## src/sbmq_pkg.sv

```systemverilog
// ----------------------------------------------------------------------------
// sbmq_pkg
// Types and constants for the shared-buffer multi-queue manager.
// ----------------------------------------------------------------------------
package sbmq_pkg;

	localparam int SLOTS_DEF  = 16;
	localparam int QUEUES_DEF = 4;

	localparam int OP_W   = 2;
	localparam int QID_W  = 2;
	localparam int DATA_W = 32;
	localparam int ST_W   = 2;

	localparam logic [OP_W-1:0] OP_ENQ  = 2'd0;
	localparam logic [OP_W-1:0] OP_DEQ  = 2'd1;
	localparam logic [OP_W-1:0] OP_PEEK = 2'd2;
	localparam logic [OP_W-1:0] OP_NOP  = 2'd3;

	localparam logic [ST_W-1:0] ST_OK    = 2'd0;
	localparam logic [ST_W-1:0] ST_FULL  = 2'd1;
	localparam logic [ST_W-1:0] ST_EMPTY = 2'd2;

	typedef struct packed {
		logic [OP_W-1:0]          op;
		logic [QID_W-1:0]         queue_id;
		logic signed [DATA_W-1:0] data_in;
	} req_t;

	typedef struct packed {
		logic signed [DATA_W-1:0] data_out;
		logic [ST_W-1:0]          status;
	} res_t;

	typedef enum logic [1:0] {
		S_IDLE,
		S_EXEC,
		S_FETCH
	} state_t;

	typedef struct packed {
		logic capture;
		logic exec;
		logic finish;
	} ctl_cmd_t;

	typedef struct packed {
		logic fetch;
	} ctl_sts_t;

endpackage

```

## src/sbmq_ctrl.sv

```systemverilog
// ----------------------------------------------------------------------------
// sbmq_ctrl
// Sequencer: capture request, execute, optional second read for dequeue/peek.
// ----------------------------------------------------------------------------
module sbmq_ctrl import sbmq_pkg::*; (
	input  logic     clk,
	input  logic     arst_n,
	input  logic     start,
	input  ctl_sts_t sts,
	output ctl_cmd_t cmd,
	output logic     busy
);

	state_t state_q;
	state_t state_d;

	always_ff @(posedge clk or negedge arst_n) begin
		if (!arst_n) begin
			state_q <= S_IDLE;
		end else begin
			state_q <= state_d;
		end
	end

	always_comb begin
		state_d = state_q;
		cmd     = '0;
		busy    = 1'b1;
		unique case (state_q)
			S_IDLE: begin
				busy = 1'b0;
				if (start) begin
					cmd.capture = 1'b1;
					state_d     = S_EXEC;
				end
			end
			S_EXEC: begin
				cmd.exec = 1'b1;
				state_d  = sts.fetch ? S_FETCH : S_IDLE;
			end
			S_FETCH: begin
				cmd.finish = 1'b1;
				state_d    = S_IDLE;
			end
			default: begin
				state_d = S_IDLE;
			end
		endcase
	end

endmodule

```

## src/sbmq_datapath.sv

```systemverilog
// ----------------------------------------------------------------------------
// sbmq_datapath
// Head/tail/link/data stores, free list and fill count, result register.
// ----------------------------------------------------------------------------
module sbmq_datapath import sbmq_pkg::*; #(
	parameter int SLOTS  = SLOTS_DEF,
	parameter int QUEUES = QUEUES_DEF
) (
	input  logic     clk,
	input  logic     arst_n,
	input  req_t     req,
	input  ctl_cmd_t cmd,
	output ctl_sts_t sts,
	output logic     done,
	output res_t     res
);

	localparam int AW = $clog2(SLOTS);
	localparam int QW = (QUEUES > 1) ? $clog2(QUEUES) : 1;
	localparam int XW = (QW > QID_W) ? QW : QID_W;

	typedef struct packed {
		logic          vld;
		logic [AW-1:0] idx;
	} lnk_t;

	// stores
	logic [AW-1:0]           head_mem [QUEUES];
	logic [AW-1:0]           tail_mem [QUEUES];
	lnk_t                    lnk_mem  [SLOTS];
	logic signed [DATA_W-1:0] data_mem [SLOTS];

	// control state
	logic [(1<<QW)-1:0] head_vld_q;
	logic               free_vld_q;
	logic [AW-1:0]      free_idx_q;
	logic [AW:0]        fill_q;
	logic               done_q;

	// payload registers
	req_t                     req_q;
	res_t                     res_q;
	logic [AW-1:0]            head_rd_q;
	logic [AW-1:0]            tail_rd_q;
	lnk_t                     lnk_rd_q;
	logic [AW-1:0]            lnk_ra_q;
	logic                     lnk_fresh_q;
	logic signed [DATA_W-1:0] data_rd_q;

	logic [XW-1:0] qx_in;
	logic [XW-1:0] qx;
	logic [QW-1:0] qi_in;
	logic [QW-1:0] qi;
	logic          q_ok;
	logic          hv;
	logic          enq_go;
	logic          fetch;
	logic [ST_W-1:0] st;
	lnk_t          lnk_eff;

	logic          lnk_re;
	logic [AW-1:0] lnk_ra;
	logic          lnk_we;
	logic [AW-1:0] lnk_wa;
	lnk_t          lnk_wd;
	logic          head_we;
	logic [AW-1:0] head_wd;
	logic          deq_go;

	assign qx_in = XW'(req.queue_id);
	assign qi_in = qx_in[QW-1:0];
	assign qx    = XW'(req_q.queue_id);
	assign qi    = qx[QW-1:0];
	assign q_ok  = (32'(req_q.queue_id) < 32'(QUEUES));
	assign hv    = head_vld_q[qi];

	// slots at or above the fill count still hold their reset link
	always_comb begin
		if (lnk_fresh_q) begin
			lnk_eff.vld = (lnk_ra_q != AW'(SLOTS - 1));
			lnk_eff.idx = lnk_ra_q + AW'(1);
		end else begin
			lnk_eff = lnk_rd_q;
		end
	end

	always_comb begin
		enq_go = 1'b0;
		fetch  = 1'b0;
		st     = ST_OK;
		unique case (req_q.op) inside
			OP_ENQ: begin
				if (!q_ok) begin
					st = ST_EMPTY;
				end else if (!free_vld_q) begin
					st = ST_FULL;
				end else begin
					enq_go = 1'b1;
				end
			end
			OP_DEQ, OP_PEEK: begin
				if (!q_ok || !hv) begin
					st = ST_EMPTY;
				end else begin
					fetch = 1'b1;
				end
			end
			default: begin
				st = ST_OK;
			end
		endcase
	end

	assign sts.fetch = fetch;
	assign deq_go    = cmd.finish && (req_q.op == OP_DEQ);

	always_comb begin
		lnk_re = cmd.capture || (cmd.exec && fetch);
		lnk_ra = cmd.capture ? free_idx_q : head_rd_q;
		lnk_we = 1'b0;
		lnk_wa = tail_rd_q;
		lnk_wd = '{vld: 1'b1, idx: free_idx_q};
		if (cmd.exec && enq_go && hv) begin
			lnk_we = 1'b1;
		end else if (deq_go) begin
			lnk_we = 1'b1;
			lnk_wa = head_rd_q;
			lnk_wd = '{vld: free_vld_q, idx: free_idx_q};
		end
		head_we = (cmd.exec && enq_go && !hv) || deq_go;
		head_wd = deq_go ? lnk_eff.idx : free_idx_q;
	end

	// link store
	always_ff @(posedge clk) begin
		if (lnk_re) begin
			lnk_rd_q    <= lnk_mem[lnk_ra];
			lnk_ra_q    <= lnk_ra;
			lnk_fresh_q <= ({1'b0, lnk_ra} >= fill_q);
		end
		if (lnk_we) begin
			lnk_mem[lnk_wa] <= lnk_wd;
		end
	end

	// data store
	always_ff @(posedge clk) begin
		if (cmd.exec && fetch) begin
			data_rd_q <= data_mem[head_rd_q];
		end
		if (cmd.exec && enq_go) begin
			data_mem[free_idx_q] <= req_q.data_in;
		end
	end

	// head and tail stores
	always_ff @(posedge clk) begin
		if (cmd.capture) begin
			req_q     <= req;
			head_rd_q <= head_mem[qi_in];
			tail_rd_q <= tail_mem[qi_in];
		end
		if (head_we) begin
			head_mem[qi] <= head_wd;
		end
		if (cmd.exec && enq_go) begin
			tail_mem[qi] <= free_idx_q;
		end
	end

	always_ff @(posedge clk or negedge arst_n) begin
		if (!arst_n) begin
			head_vld_q <= '0;
			free_vld_q <= 1'b1;
			free_idx_q <= '0;
			fill_q     <= '0;
			done_q     <= 1'b0;
		end else begin
			done_q <= (cmd.exec && !fetch) || cmd.finish;
			if (cmd.exec && enq_go) begin
				head_vld_q[qi] <= 1'b1;
				free_vld_q     <= lnk_eff.vld;
				free_idx_q     <= lnk_eff.idx;
				if ({1'b0, free_idx_q} == fill_q) begin
					fill_q <= fill_q + (AW+1)'(1);
				end
			end else if (deq_go) begin
				// the tail is the only element whose link is not kept
				head_vld_q[qi] <= (head_rd_q != tail_rd_q);
				free_vld_q     <= 1'b1;
				free_idx_q     <= head_rd_q;
			end
		end
	end

	always_ff @(posedge clk) begin
		if (cmd.exec && !fetch) begin
			res_q.data_out <= '0;
			res_q.status   <= st;
		end else if (cmd.finish) begin
			res_q.data_out <= data_rd_q;
			res_q.status   <= ST_OK;
		end
	end

	assign done = done_q;
	assign res  = res_q;

endmodule

```

## src/shared_buffer_multi_queue.sv

```systemverilog
// ----------------------------------------------------------------------------
// shared_buffer_multi_queue
// Several FIFO queues in one linked slot store with a shared free list.
//
//   channel  | handshake             | payload
//   ---------+-----------------------+----------------------------------
//   request  | start, busy           | req  (op, queue_id, data_in)
//   result   | done (one-cycle pulse)| res  (data_out, status)
//
// A request is taken when start is high and busy is low. Enqueue, failed ops
// and no-ops run capture and execute; dequeue/peek with a word add a finish
// step, set by the dependent read of the head store, then the link/data
// stores. The result is registered and pulses done the cycle after the last
// step, while the block may already take a new request; the receiver cannot
// stall. After reset all queues are empty and the block is ready at once.
// ----------------------------------------------------------------------------
module shared_buffer_multi_queue import sbmq_pkg::*; #(
	parameter int SLOTS  = SLOTS_DEF,
	parameter int QUEUES = QUEUES_DEF
) (
	input  logic clk,
	input  logic arst_n,
	input  logic start,
	output logic busy,
	input  req_t req,
	output logic done,
	output res_t res
);

	ctl_cmd_t cmd;
	ctl_sts_t sts;

	sbmq_ctrl u_ctrl (
		.clk    (clk),
		.arst_n (arst_n),
		.start  (start),
		.sts    (sts),
		.cmd    (cmd),
		.busy   (busy)
	);

	sbmq_datapath #(
		.SLOTS  (SLOTS),
		.QUEUES (QUEUES)
	) u_dp (
		.clk    (clk),
		.arst_n (arst_n),
		.req    (req),
		.cmd    (cmd),
		.sts    (sts),
		.done   (done),
		.res    (res)
	);

endmodule

```

## config.mk

```make
export PLATFORM = sky130hd
export DESIGN_NAME = shared_buffer_multi_queue
export DESIGN_NICKNAME = d
export VERILOG_FILES = /design/src/sbmq_pkg.sv /design/src/sbmq_ctrl.sv /design/src/sbmq_datapath.sv /design/src/shared_buffer_multi_queue.sv
export SDC_FILE = /design/constraint.sdc
export NUM_CORES = 1
export LEC_CHECK = 0
export BUFFER_PORTS_ARGS = -buffer_cell sky130_fd_sc_hd__buf_2
export CAP_MARGIN = 0
export CORE_MARGIN = 8
export CORE_UTILIZATION = 35
export DETAILED_ROUTE_END_ITERATION = 12
export SYNTH_ARGS = -nofsm -noshare
export SYNTH_HDL_FRONTEND = slang
export SYNTH_SLANG_ARGS = --single-unit
```

## constraint.sdc

```tcl
create_clock -name clk -period 11.55 [get_ports clk]
set_input_delay 0 -clock clk [delete_from_list [all_inputs] [get_ports clk]]
set_output_delay 0 -clock clk [all_outputs]
set_load 0.02 [all_outputs]
```

# Word level (Yosys, flattened, before mapping)
# Memories as Yosys holds them, arrays and structs flattened. A register that Yosys moved wholly into a read port is not among the register bits.
# Cells that the tools add are included.
# W data, S select, Z words.
[op_classes]
add_sub_neg = 2
order_cmp = 3
n_eq_ne = 8
n_mux = 43
bitwise = 1
n_reduce_logical = 18
[ops]
columns = ["cell", "n"]
rows = [
  ["$mux W4", 8],
  ["$mux W1", 22],
  ["$mux W5", 3],
  ["$mux W2", 5],
  ["$pmux W2 S2", 2],
  ["$logic_and A1 B1 Y1", 7],
  ["$add A5 B1 Y5 const B", 1],
  ["$eq A4 B5 Y1", 1],
  ["$ge A4 B5 Y1", 1],
  ["$add A4 B1 Y4 const B", 1],
  ["$bwmux W4", 1],
  ["$eq A2 B1 Y1 const B", 2],
  ["$eq A2 B2 Y1 const B", 2],
  ["$logic_not A2 Y1", 2],
  ["$ne A4 B4 Y1", 1],
  ["$ne A4 B4 Y1 const B", 1],
  ["$or A4 B4 Y4", 1],
  ["$reduce_bool A2 Y1", 2],
  ["$logic_or A1 B1 Y1", 3],
  ["$lt A2 B3 Y1 const B", 1],
  ["$bmux W1 S2", 1],
  ["$demux W1 S2", 1],
  ["$ge A2 B1 Y1 const B", 1],
  ["$logic_not A1 Y1", 2],
  ["other kinds (3)", 3],
]
[totals]
regBits = 92
mem_bits_rw = 624
input_bits = 39
output_inout_bits = 36
word_cells = 92
mem_count = 4
[mem_list]
columns = ["memory", "words", "width", "rd", "rd_ports_with_merged_regs", "wr", "line_no", "source"]
rows = [
  ["u_dp.data_mem", 16, 32, 1, 1, 1, "sbmq_datapath.sv:31", "logic signed [DATA_W-1:0] data_mem [SLOTS];"],
  ["u_dp.lnk_mem", 16, 5, 1, 1, 1, "sbmq_datapath.sv:30", "lnk_t lnk_mem [SLOTS];"],
  ["u_dp.head_mem", 4, 4, 1, 1, 1, "sbmq_datapath.sv:28", "logic [AW-1:0] head_mem [QUEUES];"],
  ["u_dp.tail_mem", 4, 4, 1, 1, 1, "sbmq_datapath.sv:29", "logic [AW-1:0] tail_mem [QUEUES];"],
]

# Depth between registers and ports, before layout
[logic_depth]
depth_word = 7
mapped_depth = 10
depth_no_buf = 8

# Cells and area by module
# Synthesis repeated with hierarchy kept, for this count alone.
[unflattened]
cells_unflattened = 1381
hier_area_um2 = 28950.3
[modules_own_cells]
columns = ["module", "instances", "cells_per_inst", "area_each_um2", "seq_area_each_um2"]
rows = [
  ["sbmq_datapath", 1, 1373, 28857.7, 22397.7],
  ["sbmq_ctrl", 1, 8, 92.6, 50.0],
]

# Least setup slack after synthesis
# OpenSTA, ideal clock, no wires.
[synth_path]
kind = "register to register"
startpoint = "register u_dp.req_q[34] in the netlist's numbering"
endpoint = "memory u_dp.data_mem[4][0], enable pin"
setup_time_ps = 461
t_arrival_ps = 3472
required_ps = 11089
slack_ps = 7617
path_stages_with_launch = 8
path_buffers = 1
period_less_slack_ps = 3933
path_cell_list = "edfxtp_1 inv_1 ha_1 nand4b_1 clkbuf_1 nor2_1 nand2_1 nor3_1"
[synth_between]
elab_chain_cells = 5
[synth_lines]
columns = ["element", "line_no", "source"]
rows = [
  ["start: declaration", "sbmq_datapath.sv:41", "req_t req_q;"],
  ["start signal: assignment", "sbmq_datapath.sv:159", "req_q <= req;"],
  ["$logic_not A2 Y1 (no source line)", "n/a", ""],
  ["$mux W1", "sbmq_datapath.sv:91", "unique case (req_q.op) inside"],
  ["$logic_and A1 B1 Y1", "sbmq_datapath.sv:151", "if (cmd.exec && enq_go) begin"],
  ["$mux W1", "sbmq_datapath.sv:151", ""],
  ["$mux W1 (implied by the code)", "sbmq_datapath.sv:152", "data_mem[free_idx_q] <= req_q.data_in;"],
  ["end: declaration", "sbmq_datapath.sv:31", ""],
]
# No other way between the ends.

# Final worst setup path
[layout_path]
startpoint = "register u_dp.req_q[34] in the netlist's numbering"
endpoint = "memory u_dp.data_mem[0][29], enable pin"
# Same word-level chain as after synthesis.

==> out/qor.yml <==
pwr:
  switching_share: 0.196
  p_leak_nw: 10.7
  worst_ir_drop_vdd_mv: 0.106
  p_per_area_nw_per_um2: 167
  comb_power_share: 0.014
  intPower_mw: 4.50
  pwr-share-clk: 0.442
  p_seq_frac: 0.544
  p_switching_mw: 1.10
placement:
  gp_congestion: 0.768
  dp_hpwl_microns: 33200
  io_buffers: 74
  dp_cells: 2466
timing:
  setup_viol: 0
  slew_violations: 0
  fin_skew_ns: 0.0268
  rsz0062_at_grt: "no"
  fmax_mhz: 271
  setup-tns-final_ns: 0
  fin_crit_sh: 0.319
  max_slew_margin: 0.325
  finalCriticalPeriod_ns: 3.69
  finalHoldViolations: 0
  worst_pin_slew_ns: 1.01
logic_synthesis:
  syn_area_per_cell_sq_um: 21.2
  synth-xor-area-share: 0.00397
  synthSimpleGateAreaFrac: 0.0292
  ys_async_sr_fraction: 0.0223
  synth_top_area_cell: "edfxtp_1"
  synth_area_leaders: "edfxtp_1 75%, mux4_2 13%, dfxtp_1 2.2%"
  synth_common_cells: "712 x edfxtp_1, 169 x mux4_2, 90 x nand2_1"
  yosysUniqueCellTypes: 45
  synth_top_area_frac: 0.745
  synth.mux.area_fraction: 0.153
  synth_edf_count: 712
  ys_ff_latch: 761
  synthesis.nets: 1402
  synth_compound_area_frac: 0.0164
  synth_top_family_by_area: "multiplexers"
  syn_inst: 1354
  netlist_area_sq_um: 28700
  synth_fa_ha_area_frac: 0.00392
  yosys_most_used_dff: "edfxtp_1"
  ys_seq_area_frac: 0.782
  yosysWarnings: 0
  yosysMostFrequentCell: "edfxtp_1"
global_routing:
  grt_pass1_wl_microns: 92500
  grt_max_degree: 91
  gr-total-overflow: 0
  antenna_found_initial: 1
  grt_pass1_vias: 14089
  groute.usage.overall: 0.137
die:
  initial_core_util: 0.352
  die_h_microns: 302
  die_area_sq_um: 91400
  rows: 105
  boundaryPins: 75
  core_area_sq_um: 81600
  die_w_microns: 302
clock_network:
  cts_tree: "yes"
  cts_max_level: 3
  cts_buffers: 77
  clkTransAtPathRegs_ns: 0.06
  clock-sinks: 761
  clockBufferDepth: 3
  cts_hold_buf: 40
  postCtsSetupBuffers: 0
  insertion_delay_ns: 0.61
  cts_root_buf: "clkbuf_16"
  cts_resized: 0
critical_path:
  crit_required_ns: 11.80
  startpoint_type: "flop"
  worstSetupEndpointType: "flop"
  arrival_ns: 3.94
  path_max_fanout: 24
  crit_type: "reg -> reg"
outcome:
  outcome: "complete, no violations"
route:
  viasPerCell: 5.09
  wl_microns: 62500
  drc: 0
  firstDrtPassIters: 5
  antenna_left: 0
  vias: 13460
  wl_per_cell_microns: 23.6
  drt-initial-drc-count: 1182
job:
  maxCapViolCount: 0
cells_and_area:
  syn2layout_area_growth_pct: 16.5
  layout-drive-gt1-share: 0.269
  multi_input_area_sq_um: 6060
  instances_no_fill: 2645
  ff_latch_area_sq_um: 22400
  diodes: 0
  fillers: 7098
  final_nets: 1563
worst_hold_path:
  hp-class: "in -> reg"
==> power groups by stage <==
stage	Combinational (mW)	Sequential, mW	Clock (mW)
final	0.0771	3.04	2.47
after global routing	0.0835	3.05	2.62
after CTS	0.0790	3.04	2.52
after detailed placement	0.0676	3.10	0
after global placement	0.0667	3.10	0
after floorplan	0.0416	3.09	0
==> registers in the layout (all words and copies together), names as in the netlist <==
name	cells
u_dp.data_rd_q	32
u_dp.lnk_ra_q	4
u_dp.done	1
u_dp.head_vld_q	4
u_dp.data_mem	512
u_dp.head_mem	16
u_dp.head_rd_q	4
u_dp.tail_mem	16
u_dp.fill_q	5
u_dp.lnk_fresh_q	1
u_dp.req_q	34
u_dp.res	34
u_dp.tail_rd_q	4
u_dp.lnk_rd_q	5
u_ctrl.state_q	2
u_dp.qi	2
u_dp.lnk_mem	80
u_dp.free_vld_q	1
u_dp.free_idx_q	4
==> through the flow <==
step	power, mW	setup WS (ns)	utilization	area [sq um]	hold WS (ns)
2_1_floorplan	3.13	7.62	-	28700	-0.296
3_3_place_gp	3.17	7.97	0.374	30500	-0.0207
3_5_place_dp	3.17	7.88	0.374	30500	-0.00897
4_1_cts	5.64	7.81	0.410	33400	0.0598
5_1_grt	5.75	7.66	0.410	33400	0.0692
6_report	5.59	7.86	0.410	33400	0.0941
==> final timing paths <==
check	start	to	slack, ns	cells past startpoint
setup reg to reg	u_dp.req_q[34]	u_dp.data_mem[0][29]	7.86	6
hold reg to reg	u_dp.res[21]	u_dp.res[21]	0.45	2
min in group asynchronous	arst_n	u_dp.free_vld_q	0.50	3
max in group asynchronous	arst_n	u_dp.head_vld_q[1]	9.65	4
setup / recovery	u_dp.req_q[34]	u_dp.data_mem[0][29]	7.86	6
hold / removal	req[15]	u_dp.req_q[15]	0.09	2
==> per-layer routing <==
layer	vias up	routed length, microns	global-route usage
li1	5849	-	-
met1	7135	27200	0.187
met2	383	30700	0.226
met3	93	3460	0.0263
met4	0	1130	0.0312
met5	-	0	0
==> kinds of logic (layout without fill, tap and decap cells) <==
family | after synthesis | in the layout
DFF | 761 | 761
muxes | 224 | 224
and+or+nand+nor | 188 | 188
AOI/OAI and AO/OA | 83 | 83
buffers and inverters | 76 | 297
xor gates and xnor gates | 13 | 13
adders and majority gates | 9 | 9
==> layout by cell type (no fill, tap or decap), types with 3 or more instances in the layout <==
cell type and n:
edfxtp_1 712, mux4_2 169, nand2_1 90, clkbuf_16 78
buf_2 74, mux2i_1 47, dlygate4sd3_1 40, a21oi_1 39
nor2_1 36, dfxtp_1 32, buf_4 31, o22ai_1 20
dfrtp_1 16, clkbuf_1 15, clkinv_2 14, nor2_4 13
inv_1 12, nand2b_1 10, o21ai_0 10, ha_1 9
xnor2_1 8, clkinv_1 8, mux2_2 7, bufinv_16 7
a31oi_1 6, clkbuf_8 6, or4_1 5, nand3_1 5
nor3_1 5, xor2_1 5, nor3_2 4, clkinvlp_4 4
or2_2 3, nand4_1 3, clkinv_4 3
==> critical path, stage by stage, from the launching register on <==
cell	delay [ns]
edfxtp_1	0.42
inv_1	0.09
ha_1	0.17
nand4b_1	0.55
or3_1	0.70
nor3_2	0.81
buf_4	0.56
==> layout make-up <==
| class | instances | area share |
|---|---|---|
| Clock buffer | 99 | 0.0626 |
| Clock inverter | 40 | 0.0126 |
| Tap cell | 1070 | 0.0401 |
| Inverter | 12 | 0.00135 |
| Multi-Input combinational cell | 517 | 0.181 |
| Timing Repair Buffer | 146 | 0.0306 |
| Sequential cell | 761 | 0.672 |
(Power assumes the default switching activity.)
